$ cat src/rtl/ecc_pkg.sv
// Shared types, constants and shift helpers for the sensor compensation core.
// Depends on nothing; the core, ecc_mul and ecc_div import it.
`default_nettype none

package ecc_pkg;

    localparam int CFG_IDX_W = 3;

    localparam logic [CFG_IDX_W-1:0] CFG_CAL_TEMP       = 3'd0;
    localparam logic [CFG_IDX_W-1:0] CFG_CAL_PRESS_LOW  = 3'd1;
    localparam logic [CFG_IDX_W-1:0] CFG_CAL_PRESS_HIGH = 3'd2;
    localparam logic [CFG_IDX_W-1:0] CFG_CAL_MIXED      = 3'd3;
    localparam logic [CFG_IDX_W-1:0] CFG_CAL_HUM        = 3'd4;

    localparam logic [31:0] C_HUM_FINE_OFS = 32'd76800;
    localparam logic [31:0] C_HUM_MAX      = 32'd419430400;
    localparam logic [31:0] C_HUM_RND_A    = 32'd16384;
    localparam logic [31:0] C_HUM_OFS_B    = 32'd32768;
    localparam logic [31:0] C_HUM_OFS_C    = 32'd2097152;
    localparam logic [31:0] C_HUM_RND_D    = 32'd8192;
    localparam logic [63:0] C_PRS_FINE_OFS = 64'd128000;
    localparam logic [63:0] C_PRS_BASE     = 64'd1048576;
    localparam logic [63:0] C_PRS_SCALE    = 64'd3125;
    localparam logic [63:0] C_PRS_ONE47    = 64'h0000_8000_0000_0000;

    typedef enum logic [1:0] {
        K_TEMP  = 2'd0,
        K_HUM   = 2'd1,
        K_PRESS = 2'd2,
        K_NONE  = 2'd3
    } t_kind;

    typedef enum logic [2:0] {
        S_IDLE = 3'b001,
        S_RUN  = 3'b010,
        S_HOLD = 3'b100
    } t_state;

    // request to a shared arithmetic unit
    typedef struct packed {
        logic        go;
        logic [63:0] a;
        logic [63:0] b;
    } t_op_req;

    function automatic logic [31:0] asr32(input logic [31:0] x, input logic [5:0] n);
        return 32'($signed(x) >>> n);
    endfunction

    function automatic logic [63:0] asr64(input logic [63:0] x, input logic [6:0] n);
        return 64'($signed(x) >>> n);
    endfunction

    function automatic logic [63:0] sx64(input logic [31:0] x);
        return {{32{x[31]}}, x};
    endfunction

endpackage

`default_nettype wire

$ cat src/rtl/ecc_mul.sv
// Shared 64x64 multiplier, low 64 bits of the product, built on one 32x32 multiplier.
// Depends on ecc_pkg.
`default_nettype none

module ecc_mul
    import ecc_pkg::*;
(
    input  wire logic        i_clk,
    input  wire logic        i_rst_n,
    input  wire t_op_req     i_req,
    output logic             o_done,
    output logic [63:0]      o_prod
);

    logic [63:0] r_a, r_b, r_prod, r_acc;
    logic [2:0]  r_ph;
    logic        r_busy, r_done;
    logic [31:0] sel_a, sel_b;

    // partial products: lo*lo, lo*hi, hi*lo (hi*hi falls outside 64 bits)
    always_comb begin
        sel_a = r_a[31:0];
        sel_b = r_b[31:0];
        case (r_ph)
            3'd1:    sel_b = r_b[63:32];
            3'd2:    sel_a = r_a[63:32];
            default: ;
        endcase
    end

    always_ff @(posedge i_clk) begin
        if (!i_rst_n) begin
            r_busy <= 1'b0;
            r_done <= 1'b0;
            r_ph   <= '0;
        end else begin
            r_done <= 1'b0;
            if (i_req.go && !r_busy) begin
                r_busy <= 1'b1;
                r_ph   <= '0;
            end else if (r_busy) begin
                r_ph <= r_ph + 3'd1;
                if (r_ph == 3'd3) begin
                    r_busy <= 1'b0;
                    r_done <= 1'b1;
                end
            end
        end
    end

    always_ff @(posedge i_clk) begin
        if (i_req.go && !r_busy) begin
            r_a <= i_req.a;
            r_b <= i_req.b;
        end else if (r_busy) begin
            r_prod <= sel_a * sel_b;
            case (r_ph)
                3'd1:    r_acc <= r_prod;
                3'd2:    r_acc <= r_acc + {r_prod[31:0], 32'd0};
                3'd3:    r_acc <= r_acc + {r_prod[31:0], 32'd0};
                default: ;
            endcase
        end
    end

    assign o_done = r_done;
    assign o_prod = r_acc;

endmodule

`default_nettype wire

$ cat config.mk
export PLATFORM = sky130hd
export DESIGN_NAME = ecc_mul
export DESIGN_NICKNAME = d
export VERILOG_FILES = /design/src/rtl/ecc_pkg.sv /design/src/rtl/ecc_mul.sv
export SDC_FILE = /design/constraint.sdc
export NUM_CORES = 2
export LEC_CHECK = 0
export BUFFER_PORTS_ARGS = -buffer_cell sky130_fd_sc_hd__buf_4
export CAP_MARGIN = 5
export CORE_UTILIZATION = 32
export DETAILED_ROUTE_END_ITERATION = 12
export MAX_ROUTING_LAYER = met4
export SYNTH_ARGS = -nofsm -noshare
export SYNTH_HDL_FRONTEND = slang
export SYNTH_SLANG_ARGS = --single-unit
$ cat constraint.sdc
create_clock -name i_clk -period 11.9 [get_ports i_clk]
set_input_delay 1.19 -clock i_clk [delete_from_list [all_inputs] [get_ports i_clk]]
set_output_delay 1.19 -clock i_clk [all_outputs]
set_load 0.02 [all_outputs]
# Word level (Yosys, flattened, before mapping)
# Cells that the tools add are included.
# totals
ff_bits	261
in_bits	131
out_inout_bits	65
wordCells	31
# classes
n_addsub	2
multipliers	1
n_eq_ne	3
mux	7
bitwise_logic	3
reduce_logical	8
# op_table
op	n
64-bit case mux with 2 select lines	1
64-bit adder	1
32-bit by 32-bit multiplier with 64-bit output	1
32-bit two-way mux	2
3-bit by 2-bit equality test with 1-bit output (second input constant)	2
1-bit two-way mux	4
2-bit OR reduction	2
3-bit by 1-bit adder with 3-bit output (second input constant)	1
3-bit by 1-bit equality test with 1-bit output (second input constant)	1
1-bit inverter	3
3-bit AND reduction	1
3-bit OR reduction	1
2-bit AND reduction	1
2-bit nonzero test	1
1-bit logical AND	1
1-bit zero test	1

# Logic depth before layout (Yosys ltp)
# depth
ltp_word	4
depth_mapped	35

# Least setup slack after synthesis
# OpenSTA, ideal clock, no wires.
# synth_timing
kind	reg2reg
startpoint	register r_ph[0]
endpoint	register r_prod[62], data pin
setup_ns	0.258
arrival_time_ns	8.496
required_ns	11.642
setup_slack_ns	3.146
stages_incl_launch_ff	30
synth_period_minus_slack_ns	8.754
path_cell_list	dfxtp_1 inv_1 ha_1 nand2_1 clkbuf_1 buf_1 mux2i_1 clkbuf_1 nor2_1 fa_1 fa_1 inv_1 fa_1 fa_1 inv_1 fa_1 fa_1 fa_1 inv_1 fa_1 inv_1 ha_1 clkbuf_1 nand4_1 or3b_4 or3_1 or3_1 a31o_1 nand3_1 xor2_1
# synth_via
elab_chain_len	3
elab_cells_between_ends	5
classes_between	mul: 1; eq/ne: 2; mux: 2
# synth_rtl
item	line	rtl
from (decl)	ecc_mul.sv:16	logic [2:0] r_ph;
from (signal assigned)	ecc_mul.sv:42	r_ph <= r_ph + 3'd1;
3-bit by 2-bit equality test with 1-bit output / 3-bit by 1-bit equality test with 1-bit output (equally long branches)	ecc_mul.sv:24	case (r_ph)
32-bit two-way mux	ecc_mul.sv:24	
32-bit by 32-bit multiplier with 64-bit output (*)	ecc_mul.sv:56	r_prod <= sel_a * sel_b;
to (signal assigned)	ecc_mul.sv:56	
to (decl)	ecc_mul.sv:15	logic [63:0] r_a, r_b, r_prod, r_acc;
# Every way passes the cells marked *; elsewhere a longest branch is shown, timed or not.
# A chain may end at the register's enable or synchronous reset.

# Worst setup path after layout
# layout_timing
startpoint	register r_ph[1]
endpoint	register r_prod[56], data pin
# Same word-level chain as after synthesis.

==> metrics.txt <==
FF/Latch Area=about 7800 um^2; chip width=around 370 um; Congestion Overflow GR=0; most common cell after layout, fill and taps aside=fa_1; core area=around 130,000 um^2; worst r2r src=r_ph[1]$_SDFFE_PP0P_; first-pass GRT wire length=between 200,000 and 250,000 um; synthesized area per cell=roughly 9.8 um^2; yosys warns=0; Layout area overhead=11.0%; die area=137,000 um^2; Final Cycle Share=0.833; cell row count=~130; synth unique cells=73; Reg2Reg Depth=28; Final Max Tran Viols=0; PortBufs=~200; Worst Setup End Kind=flop; Syn Nets=roughly 5,800; register area share after synthesis=0.180; CP required=between 10,000 and 15,000 ps; largest net degree at the start of global routing=77; Filler Cell Count=about 13,000; RSZ-0062 raised after global routing=false; Yosys reg bits=approximately 260; antenna violations before repair=4; vias in the first global route=roughly 34,000; Finish-stage setup viols=0; routability congestion estimate=roughly 0.99; global-route usage over all layers=0.214; min Tclk post-route=around 9900 ps; H-tree lvl count=1; clock sink count=~260; DRC Markers=0; cells after synthesis=around 4,400; WS Path Type=reg -> reg; wire per inst=~22 um; Fin Setup TNS=0 ps; max_cap viols=0; Async SR Flop Fraction=0; Setup Fix Bufs, Post-CTS=0; mapped cell area=between 40,000 and 50,000 um^2; relative slew slack=0.245; hold_buf cts=0; outcome=finished clean; clk root buf=clkbuf_16; Worst Hold Launch=r_prod[34]$_DFFE_PP_; Hold Path Cell Cnt=2; Hold Fails Final Rpt=0; DRT antenna net count=0; number of synthesized flops with an enable pin=roughly 260; TritonCTS buffer count=31; area of the multi-input gates=roughly 32,000 um^2; starting density of the core=0.324; arrival time at the worst endpoint=slightly above 10,000 ps; Worst Max-Slew Pin Slew=around 1100 ps; layout cells sized above 1=0.0996; slowest stage delay, CP=about 1000 ps; drt total wl=about 140,000 um; CP Max Fanout=43; Clock Latency Late Sink=approximately 650 ps; Peak Freq=101 MHz; I/O Pins=a little under 200; nets@finish=5,869; slowest library cell on the worst path=mux2i_2; CTS max path bufs=3; DR iter-0 viols=roughly 2,600; die extent in y=370 um; clk slew on worst S/H paths=about 70 ps; DPL Wire Length=116,000 um; via/cell ratio=5.05; TritonCTS clock tree=done; # resized after CTS=0; commonest cells after routing, fill and taps aside=897 x fa_1, 866 x inv_1, 642 x nor2_1, 537 x nand2_1, 298 x ha_1; Hold Path Class=reg -> reg; Worst Skew=around 18 ps; most frequent CP cell=fa_1; vias=32,014; Worst Setup SP=r_ph[1]$_SDFFE_PP0P_; Main synth FF type=edfxtp_1; DRT Pass-1 Iters=6; startpoint class of the critical path=flop
[area by class of cell]
cell class                      instances  share of cell area
Antenna cell                            8            0.000416
Clock buffer                           33              0.0163
Clock inverter                         24             0.00452
Multi-Input combinational cell       3111               0.661
Inverter                              867              0.0677
Timing Repair Buffer                  271              0.0425
Tap cell                             1768              0.0460
Sequential cell                       261               0.162
[registers in the layout, summed over array words and instances (netlist names)]
signal,count
o_prod,64
r_a,64
r_b,64
r_ph,3
r_prod,64
o_done,1
r_busy,1
[metal layers]
layer	wire length, um	share of wire	global-route usage
met5	0	0	-
met3	12400	0.088	0.0442
met2	66100	0.47	0.342
met1	55900	0.40	0.267
met4	6660	0.047	0.0812
[synth_stat cells (14+ instances only)]
master      n  area, um^2
clkbuf_1  187         702
a31oi_1    14        87.6
xnor2_1    47         412
nor2_1    642        2410
a21o_1     63         473
mux2i_1    65         651
nand4_1    17         106
o21ai_0    60         300
edfxtp_1  256        7690
nand3_1    28         140
ha_1      298        3730
nor3_1     19        95.1
o21a_1     14         105
and2_1     40         250
nand2_1   539        2020
a21oi_1   111         556
mux2_2     64         721
fa_1      897       18000
xor2_1     40         350
inv_1     867        3250
[cells by family after synthesis]
group           synth area share
fa+ha+maj                  0.500
xor+xnor                  0.0176
simple gates               0.126
mux                       0.0316
flops                      0.180
compound gates            0.0519
buf+inv                   0.0926
[path summary, 6_finish.rpt]
| kind | endpoint | slack [ps] |
|---|---|---|
| min | o_prod[34]$_DFFE_PP_ | 530 |
| max | r_prod[56]$_DFFE_PP_ | 1990 |
| max reg2reg | r_prod[56]$_DFFE_PP_ | 1990 |
| min reg2reg | o_prod[34]$_DFFE_PP_ | 530 |
[critical path, delay by kind of cell (launching register included)]
kind / cells / cell delay, ps
buffers and inverters: 6 / 730
flip-flops: 1 / 360
adder cells (fa/ha/maj): 10 / 4650
AND/OR/NAND/NOR: 8 / 2070
AO/OA/AOI/OAI: 2 / 630
multiplexers: 1 / 990
XOR/XNOR: 1 / 120
[stage by stage]
| step | hold WS, ps | cells | setup slack, ps | utilization | instance area, um^2 |
|---|---|---|---|---|---|
| after global placement | 506 | 6277 | 1800 | 0.351 | 47100 |
| after global routing | 562 | 6342 | 1720 | 0.359 | 48100 |
| after detailed placement | 511 | 6278 | 2140 | 0.352 | 47100 |
| after CTS | 527 | 6335 | 2120 | 0.359 | 48100 |
| after floorplan | 484 | 4440 | 3150 | - | 43300 |
| final | 527 | 6343 | 1990 | 0.359 | 48100 |
Power is left out: the tool's default activity adds up to more than one toggle a clock period on the data nets, which glitch-free logic cannot reach.
