File: src/rtl/ecc_pkg.sv
// Shared types, constants and shift helpers for the sensor compensation core.
// Depends on nothing; the core, ecc_mul and ecc_div import it.
`default_nettype none

package ecc_pkg;

    localparam int CFG_IDX_W = 3;

    localparam logic [CFG_IDX_W-1:0] CFG_CAL_TEMP       = 3'd0;
    localparam logic [CFG_IDX_W-1:0] CFG_CAL_PRESS_LOW  = 3'd1;
    localparam logic [CFG_IDX_W-1:0] CFG_CAL_PRESS_HIGH = 3'd2;
    localparam logic [CFG_IDX_W-1:0] CFG_CAL_MIXED      = 3'd3;
    localparam logic [CFG_IDX_W-1:0] CFG_CAL_HUM        = 3'd4;

    localparam logic [31:0] C_HUM_FINE_OFS = 32'd76800;
    localparam logic [31:0] C_HUM_MAX      = 32'd419430400;
    localparam logic [31:0] C_HUM_RND_A    = 32'd16384;
    localparam logic [31:0] C_HUM_OFS_B    = 32'd32768;
    localparam logic [31:0] C_HUM_OFS_C    = 32'd2097152;
    localparam logic [31:0] C_HUM_RND_D    = 32'd8192;
    localparam logic [63:0] C_PRS_FINE_OFS = 64'd128000;
    localparam logic [63:0] C_PRS_BASE     = 64'd1048576;
    localparam logic [63:0] C_PRS_SCALE    = 64'd3125;
    localparam logic [63:0] C_PRS_ONE47    = 64'h0000_8000_0000_0000;

    typedef enum logic [1:0] {
        K_TEMP  = 2'd0,
        K_HUM   = 2'd1,
        K_PRESS = 2'd2,
        K_NONE  = 2'd3
    } t_kind;

    typedef enum logic [2:0] {
        S_IDLE = 3'b001,
        S_RUN  = 3'b010,
        S_HOLD = 3'b100
    } t_state;

    // request to a shared arithmetic unit
    typedef struct packed {
        logic        go;
        logic [63:0] a;
        logic [63:0] b;
    } t_op_req;

    function automatic logic [31:0] asr32(input logic [31:0] x, input logic [5:0] n);
        return 32'($signed(x) >>> n);
    endfunction

    function automatic logic [63:0] asr64(input logic [63:0] x, input logic [6:0] n);
        return 64'($signed(x) >>> n);
    endfunction

    function automatic logic [63:0] sx64(input logic [31:0] x);
        return {{32{x[31]}}, x};
    endfunction

endpackage

`default_nettype wire

File: src/rtl/ecc_div.sv
// Signed 64-bit divider, truncating toward zero, one quotient bit per cycle.
// Depends on ecc_pkg. Divisor must be nonzero.
`default_nettype none

module ecc_div
    import ecc_pkg::*;
(
    input  wire logic        i_clk,
    input  wire logic        i_rst_n,
    input  wire t_op_req     i_req,
    output logic             o_done,
    output logic [63:0]      o_quo
);

    logic [63:0] r_q, r_r, r_md;
    logic [6:0]  r_cnt;
    logic        r_neg, r_done;
    logic [64:0] sh, diff;
    logic [63:0] q_next;

    always_comb begin
        sh     = {r_r, r_q[63]};
        diff   = sh - {1'b0, r_md};
        q_next = {r_q[62:0], ~diff[64]};
    end

    always_ff @(posedge i_clk) begin
        if (!i_rst_n) begin
            r_cnt  <= '0;
            r_done <= 1'b0;
        end else begin
            r_done <= 1'b0;
            if (i_req.go && r_cnt == '0) begin
                r_cnt <= 7'd64;
            end else if (r_cnt != '0) begin
                r_cnt <= r_cnt - 7'd1;
                if (r_cnt == 7'd1) begin
                    r_done <= 1'b1;
                end
            end
        end
    end

    always_ff @(posedge i_clk) begin
        if (i_req.go && r_cnt == '0) begin
            r_q   <= i_req.a[63] ? -i_req.a : i_req.a;
            r_md  <= i_req.b[63] ? -i_req.b : i_req.b;
            r_r   <= '0;
            r_neg <= i_req.a[63] ^ i_req.b[63];
        end else if (r_cnt != '0) begin
            r_r <= diff[64] ? sh[63:0] : diff[63:0];
            if (r_cnt == 7'd1) begin
                r_q <= r_neg ? -q_next : q_next;
            end else begin
                r_q <= q_next;
            end
        end
    end

    assign o_done = r_done;
    assign o_quo  = r_q;

endmodule

`default_nettype wire
File: config.mk
export PLATFORM = sky130hd
export DESIGN_NAME = ecc_div
export DESIGN_NICKNAME = d
export VERILOG_FILES = /design/src/rtl/ecc_pkg.sv /design/src/rtl/ecc_div.sv
export SDC_FILE = /design/constraint.sdc
export NUM_CORES = 1
export LEC_CHECK = 0
export CAP_MARGIN = 20
export CORE_ASPECT_RATIO = 0.75
export CORE_MARGIN = 3
export CORE_UTILIZATION = 45
export DETAILED_ROUTE_END_ITERATION = 16
export DONT_BUFFER_PORTS = 1
export SYNTH_ARGS = -nofsm -noshare
export SYNTH_HDL_FRONTEND = slang
export SYNTH_SLANG_ARGS = --single-unit
File: constraint.sdc
create_clock -name i_clk -period 5.7 [get_ports i_clk]
set_clock_uncertainty 0.1 [all_clocks]
set_input_delay 1.14 -clock i_clk [delete_from_list [all_inputs] [get_ports i_clk]]
set_output_delay 1.14 -clock i_clk [all_outputs]
set_load 0.03 [all_outputs]
== After elaboration in Yosys (flattened, before gate mapping) ==
Index checks and enable logic that the tools add are counted.
Storage, ports and cells
  logic and storage cells: 34
  register bits after elaboration: 201
  output and inout bits: 65
  input port bits: 131
Operators by class
  bitwise logic cells: 4
  equal/unequal tests: 1
  reduce and logical (&&, ||, !) cells: 6
  add/sub/neg operators: 5
  mux-type cells: 10
Operator list (count)
  64-bit two-way mux: 6
  64-bit negation: 3
  65-bit by 64-bit subtractor with 65-bit output: 1
  63-bit two-way mux: 1
  7-bit two-way mux: 2
  7-bit by 1-bit equality test with 1-bit output, second input constant: 1
  7-bit logical NOT: 1
  7-bit nonzero test: 1
  7-bit by 1-bit subtractor with 7-bit output, second input constant: 1
  1-bit inverter: 3
  3-bit OR reduction: 1
  2-bit nonzero test: 1
  2-bit OR reduction: 1
  1-bit logical AND: 1
  1-bit two-way mux: 1
  1-bit bitwise XOR: 1

== Depth between registers and ports, before layout ==
  depth after elaboration: 7
  mapped depth: 22
  depth with buffers taken out: 20

== Least setup slack after synthesis ==
No wires, ideal clock.
  path type: input to register
  from: input i_req[72] (netlist name)
  to: register r_q[60], in the netlist o_quo[60] (data pin)
  data arrival time: 4998 ps
  stages on the path: 12
  setup time: 364 ps
  slack: 238 ps
  buffers on the path: 1
  path through: or4_4 -> or4_4 -> or3_4 -> or4_4 -> or3_1 -> or4_4 -> nand2b_4 -> or4_4 -> buf_6 -> o41ai_4 -> xor2_1 -> a21oi_1
Between the ends
  word-level cells in the longest chain between the ends: 3
RTL lines
  from (decl): line ecc_div.sv:10  | input wire t_op_req i_req,
  64-bit negation: line ecc_div.sv:46  | r_q <= i_req.a[63] ? -i_req.a : i_req.a;
  64-bit two-way mux: line ecc_div.sv:46
  64-bit two-way mux: line ecc_div.sv:45  | if (i_req.go && r_cnt == '0) begin
  to (signal assigned): line ecc_div.sv:46
  to (signal assigned): line ecc_div.sv:53  | r_q <= r_neg ? -q_next : q_next;
  to (signal assigned): line ecc_div.sv:55  | r_q <= q_next;
  to (decl): line ecc_div.sv:15  | logic [63:0] r_q, r_r, r_md;
Every way passes these cells.
A chain may end at the register's enable or synchronous reset.

== Worst setup path in the final report ==
  from: register r_q[63], in the netlist o_quo[63]
  to: register r_q[44], in the netlist o_quo[44] (data pin)
Between the ends
  word-level cells in the longest chain between the ends: 7
RTL lines
  65-bit by 64-bit subtractor with 65-bit output: line ecc_div.sv:23  | diff = sh - {1'b0, r_md};
  1-bit inverter: line ecc_div.sv:24  | q_next = {r_q[62:0], ~diff[64]};
  64-bit negation: line ecc_div.sv:53
  64-bit two-way mux: line ecc_div.sv:53
  64-bit two-way mux: line ecc_div.sv:52  | if (r_cnt == 7'd1) begin
  64-bit two-way mux: line ecc_div.sv:50  | end else if (r_cnt != '0) begin
  64-bit two-way mux: line ecc_div.sv:45
Every way passes these cells. The select of a mux whose other input is x is not followed.

==> results_tabular.tex <==
\begin{tabular}{lr}
\hline
Metric & Value \\
\hline
\multicolumn{2}{l}{\textbf{Power}} \\
IR drop worst, VDD & $\sim$0.00039 V \\
Share of power burned in combinational logic & 0.522 \\
Clock power share & 0.153 \\
Share of total power in sequential cells & 0.325 \\
Areal power density over the cells & $\sim$660 nW/µm² \\
Internal cell power & 5.72 mW \\
Switching Share & 0.479 \\
Psw & roughly 5.3 mW \\
Leakage & 6.09 nW \\
\multicolumn{2}{l}{\textbf{Worst setup path}} \\
Buf+Inv Stages, Crit Path & 2 \\
Crit-path max FO & 8 \\
Crit-path slowest cell & sky130\_fd\_sc\_hd\_\_o21ai\_0 \\
Series of cell instances along the critical path & inv\_1 -> ha\_1 -> fa\_1 -> nor2b\_1 -> o31a\_1 -> a41oi\_1 -> o21ai\_0 -> o211ai\_1 -> a21o\_1 -> o311a\_1 -> clkinv\_2 -> ha\_1 -> nand2b\_1 -> nor4\_1 -> nand3b\_1 -> nor3\_1 -> a21oi\_1 -> xor2\_1 -> nor2\_1 -> a21oi\_1 \\
Delay of the slowest cell on the worst path & around 0.55 ns \\
Kind of start point of the critical path & register \\
CP Data Arrival Time & approximately 5.4 ns \\
Critical path type & reg2reg \\
CP Capture Type & register \\
Required time at the worst-slack endpoint & just under 6 ns \\
Crit path max-delay family & simple AND/OR/NAND/NOR gates \\
\multicolumn{2}{l}{\textbf{Floorplan}} \\
Number of placed I/O pins & between 150 and 200 \\
Site row count & 57 \\
Die X-Extent & 219 µm \\
Die boundary height & $\sim$170 µm \\
Initial core utilization & 0.466 \\
Standard cell core area & about 33000 µm² \\
Total die area & roughly 36000 µm² \\
\multicolumn{2}{l}{\textbf{Route}} \\
TritonRoute pass-1 iters & 5 \\
Total length of routed wires & about 44 mm \\
Number of DRC markers after the initial detailed-route iteration & around 1300 \\
Final routed DRC violation total & 0 \\
Via density per instance & between 6 and 7 \\
Number of nets with antenna violations after routing & 0 \\
Count of vias placed by the detailed router & between 10000 and 15000 \\
WL/cell & about 20 µm \\
\multicolumn{2}{l}{\textbf{GRT}} \\
Initial antenna violation count & 0 \\
Pin count of the biggest net entering global routing & 102 \\
Global-route wire length before repair & between 60 and 70 mm \\
Total global-route track usage & 0.235 \\
Vias in the first global route & $\sim$12000 \\
Total overflow reported by the global router & 0 \\
\multicolumn{2}{l}{\textbf{Finish}} \\
Count of non-filler cells in the finished layout & 2250 \\
Fill cells & 3207 \\
Number of nets in the layout & around 2000 \\
Area used by multi-input combinational logic & 9380 µm² \\
Fraction of final layout cells sized beyond drive strength 1 & 0.0498 \\
FF+latch area & approximately 5300 µm² \\
Area added between synthesis and finish & 7.84\% \\
End-of-flow core utilization & 0.502 \\
Antenna cells & 0 \\
\multicolumn{2}{l}{\textbf{Clock network}} \\
H-tree levels & 1 \\
Total number of clock tree sinks & 201 \\
Clock buffer count from CTS & 24 \\
Clock root buffer master & sky130\_fd\_sc\_hd\_\_clkbuf\_16 \\
Post-cts sizing count & 0 \\
Clock buffer depth & 3 \\
Worst skew pair latency & 0.55 ns \\
Clock slew seen by the registers of the worst setup and hold paths & about 0.06 ns \\
CTS tree & built \\
Hold-fix buffers at CTS & 0 \\
Total setup buffers inserted after CTS & 0 \\
\multicolumn{2}{l}{\textbf{Place}} \\
Cells after DPL & $\sim$2200 \\
Estimated wirelength of the detail-placed design & 32.6 mm \\
\# port buffers & 0 \\
Routability Congestion & between 0.9 and 1 \\
\multicolumn{2}{l}{\textbf{STA}} \\
Final min period & between 5 and 6 ns \\
Final-layout worst hold slack & 0.385 ns \\
Final Hold Fails & 0 \\
Worst slew pin tran & about 1.0 ns \\
Max-Slew Margin vs Limit & 0.310 \\
Final worst-path cycle share & 0.916 \\
Setup-failing EPs final & 0 \\
Sum Neg Setup Slack & 0 ns \\
Number of max-slew violations in the final report & 0 \\
RSZ-0062 raised after global routing & false \\
Peak Freq & 192 MHz \\
\multicolumn{2}{l}{\textbf{Logic synthesis}} \\
Library cells used by synthesis & 71 \\
Synthesized netlist net count & between 2000 and 2500 \\
Multiplexer share of the synthesized area & 0.00521 \\
Mapped Area & around 15000 µm² \\
Compound-Gate Fraction of Synth Area & 0.238 \\
Post-synthesis adder-cell area fraction & 0.0574 \\
Top flip-flop cell by instance count after synthesis & sky130\_fd\_sc\_hd\_\_edfxtp\_1 \\
Post-synth EDFFs & 129 \\
Async set-reset flop share out of synthesis & 0 \\
Warnings from Yosys & 0 \\
Post-synthesis cell count & roughly 1800 \\
XOR/XNOR Fraction of Synth Area & 0.140 \\
Syn\_area\_per\_cell & $\sim$8.4 µm² \\
Register bit total from synthesis & approximately 200 \\
Largest family of logic cells by synthesized area & compound AO/OA/AOI/OAI gates \\
Share of the yosys chip area belonging to registers & 0.346 \\
Area share of and/or/nand/nor cells after synthesis & 0.168 \\
\multicolumn{2}{l}{\textbf{Run}} \\
Number of maximum-capacitance constraint violations & 0 \\
\multicolumn{2}{l}{\textbf{Outcome}} \\
Outcome & finished clean \\
\multicolumn{2}{l}{\textbf{Hold path}} \\
Tightest Hold Check Type & reg2reg \\
\hline
\end{tabular}
layer usage:
metal  wire length (µm)  GRT usage  share of wire  vias up
met3               3240     0.0463          0.073       44
met2              18100      0.329           0.41      422
li1                   -          -              -     6598
met4                610     0.0360          0.014        0
met5                  0          0              0        -
met1              22400      0.377           0.50     6494
power groups by stage:
| stage | clock, mW | sequential (mW) | combinational, mW |
|---|---|---|---|
| floorplan | 0 | 3.35 | 4.48 |
| global placement | 0 | 3.57 | 5.58 |
| detailed placement | 0 | 3.59 | 5.64 |
| CTS | 1.72 | 3.57 | 5.68 |
| global route | 1.78 | 3.64 | 6.46 |
| finish | 1.68 | 3.57 | 5.73 |
worst paths after layout:
path	start	to	depth (start not counted)	slack [ns]
hold / removal	r_r[37]$_SDFFE_PP0P_	r_r[37]$_SDFFE_PP0P_	2	0.39
hold reg to reg	r_r[37]$_SDFFE_PP0P_	r_r[37]$_SDFFE_PP0P_	2	0.39
setup reg to reg	o_quo[63]$_DFFE_PP_	o_quo[44]$_DFFE_PP_	20	0.48
setup / recovery	o_quo[63]$_DFFE_PP_	o_quo[44]$_DFFE_PP_	20	0.48
placed cells by master (no fill, tap or decap), types with 13 or more instances in the layout:
cell type                   Yosys  layout
sky130_fd_sc_hd__nor2_1       132     130
sky130_fd_sc_hd__clkbuf_16      0      24
sky130_fd_sc_hd__edfxtp_1     129     129
sky130_fd_sc_hd__nor3_1        27      27
sky130_fd_sc_hd__dfxtp_1       72      72
sky130_fd_sc_hd__inv_1         93      91
sky130_fd_sc_hd__or3_1         33      33
sky130_fd_sc_hd__xor2_1        81      81
sky130_fd_sc_hd__a21o_1        26      26
sky130_fd_sc_hd__a31oi_1       21      21
sky130_fd_sc_hd__or2_2         16      16
sky130_fd_sc_hd__o21a_1        13      13
sky130_fd_sc_hd__xnor2_1      165     165
sky130_fd_sc_hd__nand4_1       14      14
sky130_fd_sc_hd__buf_4          0      14
sky130_fd_sc_hd__or4_1         32      32
sky130_fd_sc_hd__o41ai_1       25      25
sky130_fd_sc_hd__nand2_1      162     161
sky130_fd_sc_hd__o31ai_1       52      52
sky130_fd_sc_hd__o21bai_1      14      14
sky130_fd_sc_hd__and3_1        14      14
sky130_fd_sc_hd__nand2b_1      14      14
sky130_fd_sc_hd__nand3_1       27      27
sky130_fd_sc_hd__a21oi_1      220     220
sky130_fd_sc_hd__ha_1          69      69
sky130_fd_sc_hd__o21ai_0      168     168
worst register-to-register path: cells and delay by family, from the launching register on:
family                     cells  cell delay [ns]
AOI/OAI and AO/OA              8             1.63
xor gates and xnor gates       1             0.18
adders and majority gates      3             0.77
buffers and inverters          2             0.13
DFF                            1             0.40
and+or+nand+nor                6             1.78
sequential cells by signal (all words and copies together), names as in the netlist:
name / flops
r_neg: 1
r_r: 64
o_done: 1
o_quo: 64
r_cnt: 7
r_md: 64
cells by family after synthesis:
logic type                 count (synthesis)
and+or+nand+nor                          525
DFF                                      201
buffers and inverters                    184
adders and majority gates                 70
xor gates and xnor gates                 246
muxes                                      8
AOI/OAI and AO/OA                        603
final cells by class:
cell class,instances,area share
clock buffers,32,0.0410
clock inverters,12,0.0104
inverters,95,0.0217
multi-input cells,1452,0.565
flip-flops and latches,201,0.320
well taps,442,0.0333
repair buffers,16,0.00784
stage by stage:
step,setup slack [ns],power (mW),area [µm²]
6_report,0.482,11.0,16600
5_1_grt,0.0701,11.9,16600
4_1_cts,0.477,11.0,16600
3_5_place_dp,0.147,9.22,15700
3_3_place_gp,0.153,9.15,15700
2_1_floorplan,0.238,7.83,15400
cells in the mapped netlist, drive strengths merged (35+ instances only):
cell type / number / area, µm²
xor2: 81 / 709
edfxtp: 129 / 3870
or3: 35 / 225
clkbuf: 79 / 297
o31ai: 53 / 403
o21ai: 169 / 846
xnor2: 165 / 1450
nand2: 162 / 608
inv: 94 / 353
ha: 69 / 863
a21oi: 220 / 1100
dfxtp: 72 / 1440
or4: 38 / 305
nor2: 132 / 495
Note: power is estimated with default switching activity, not from simulation.
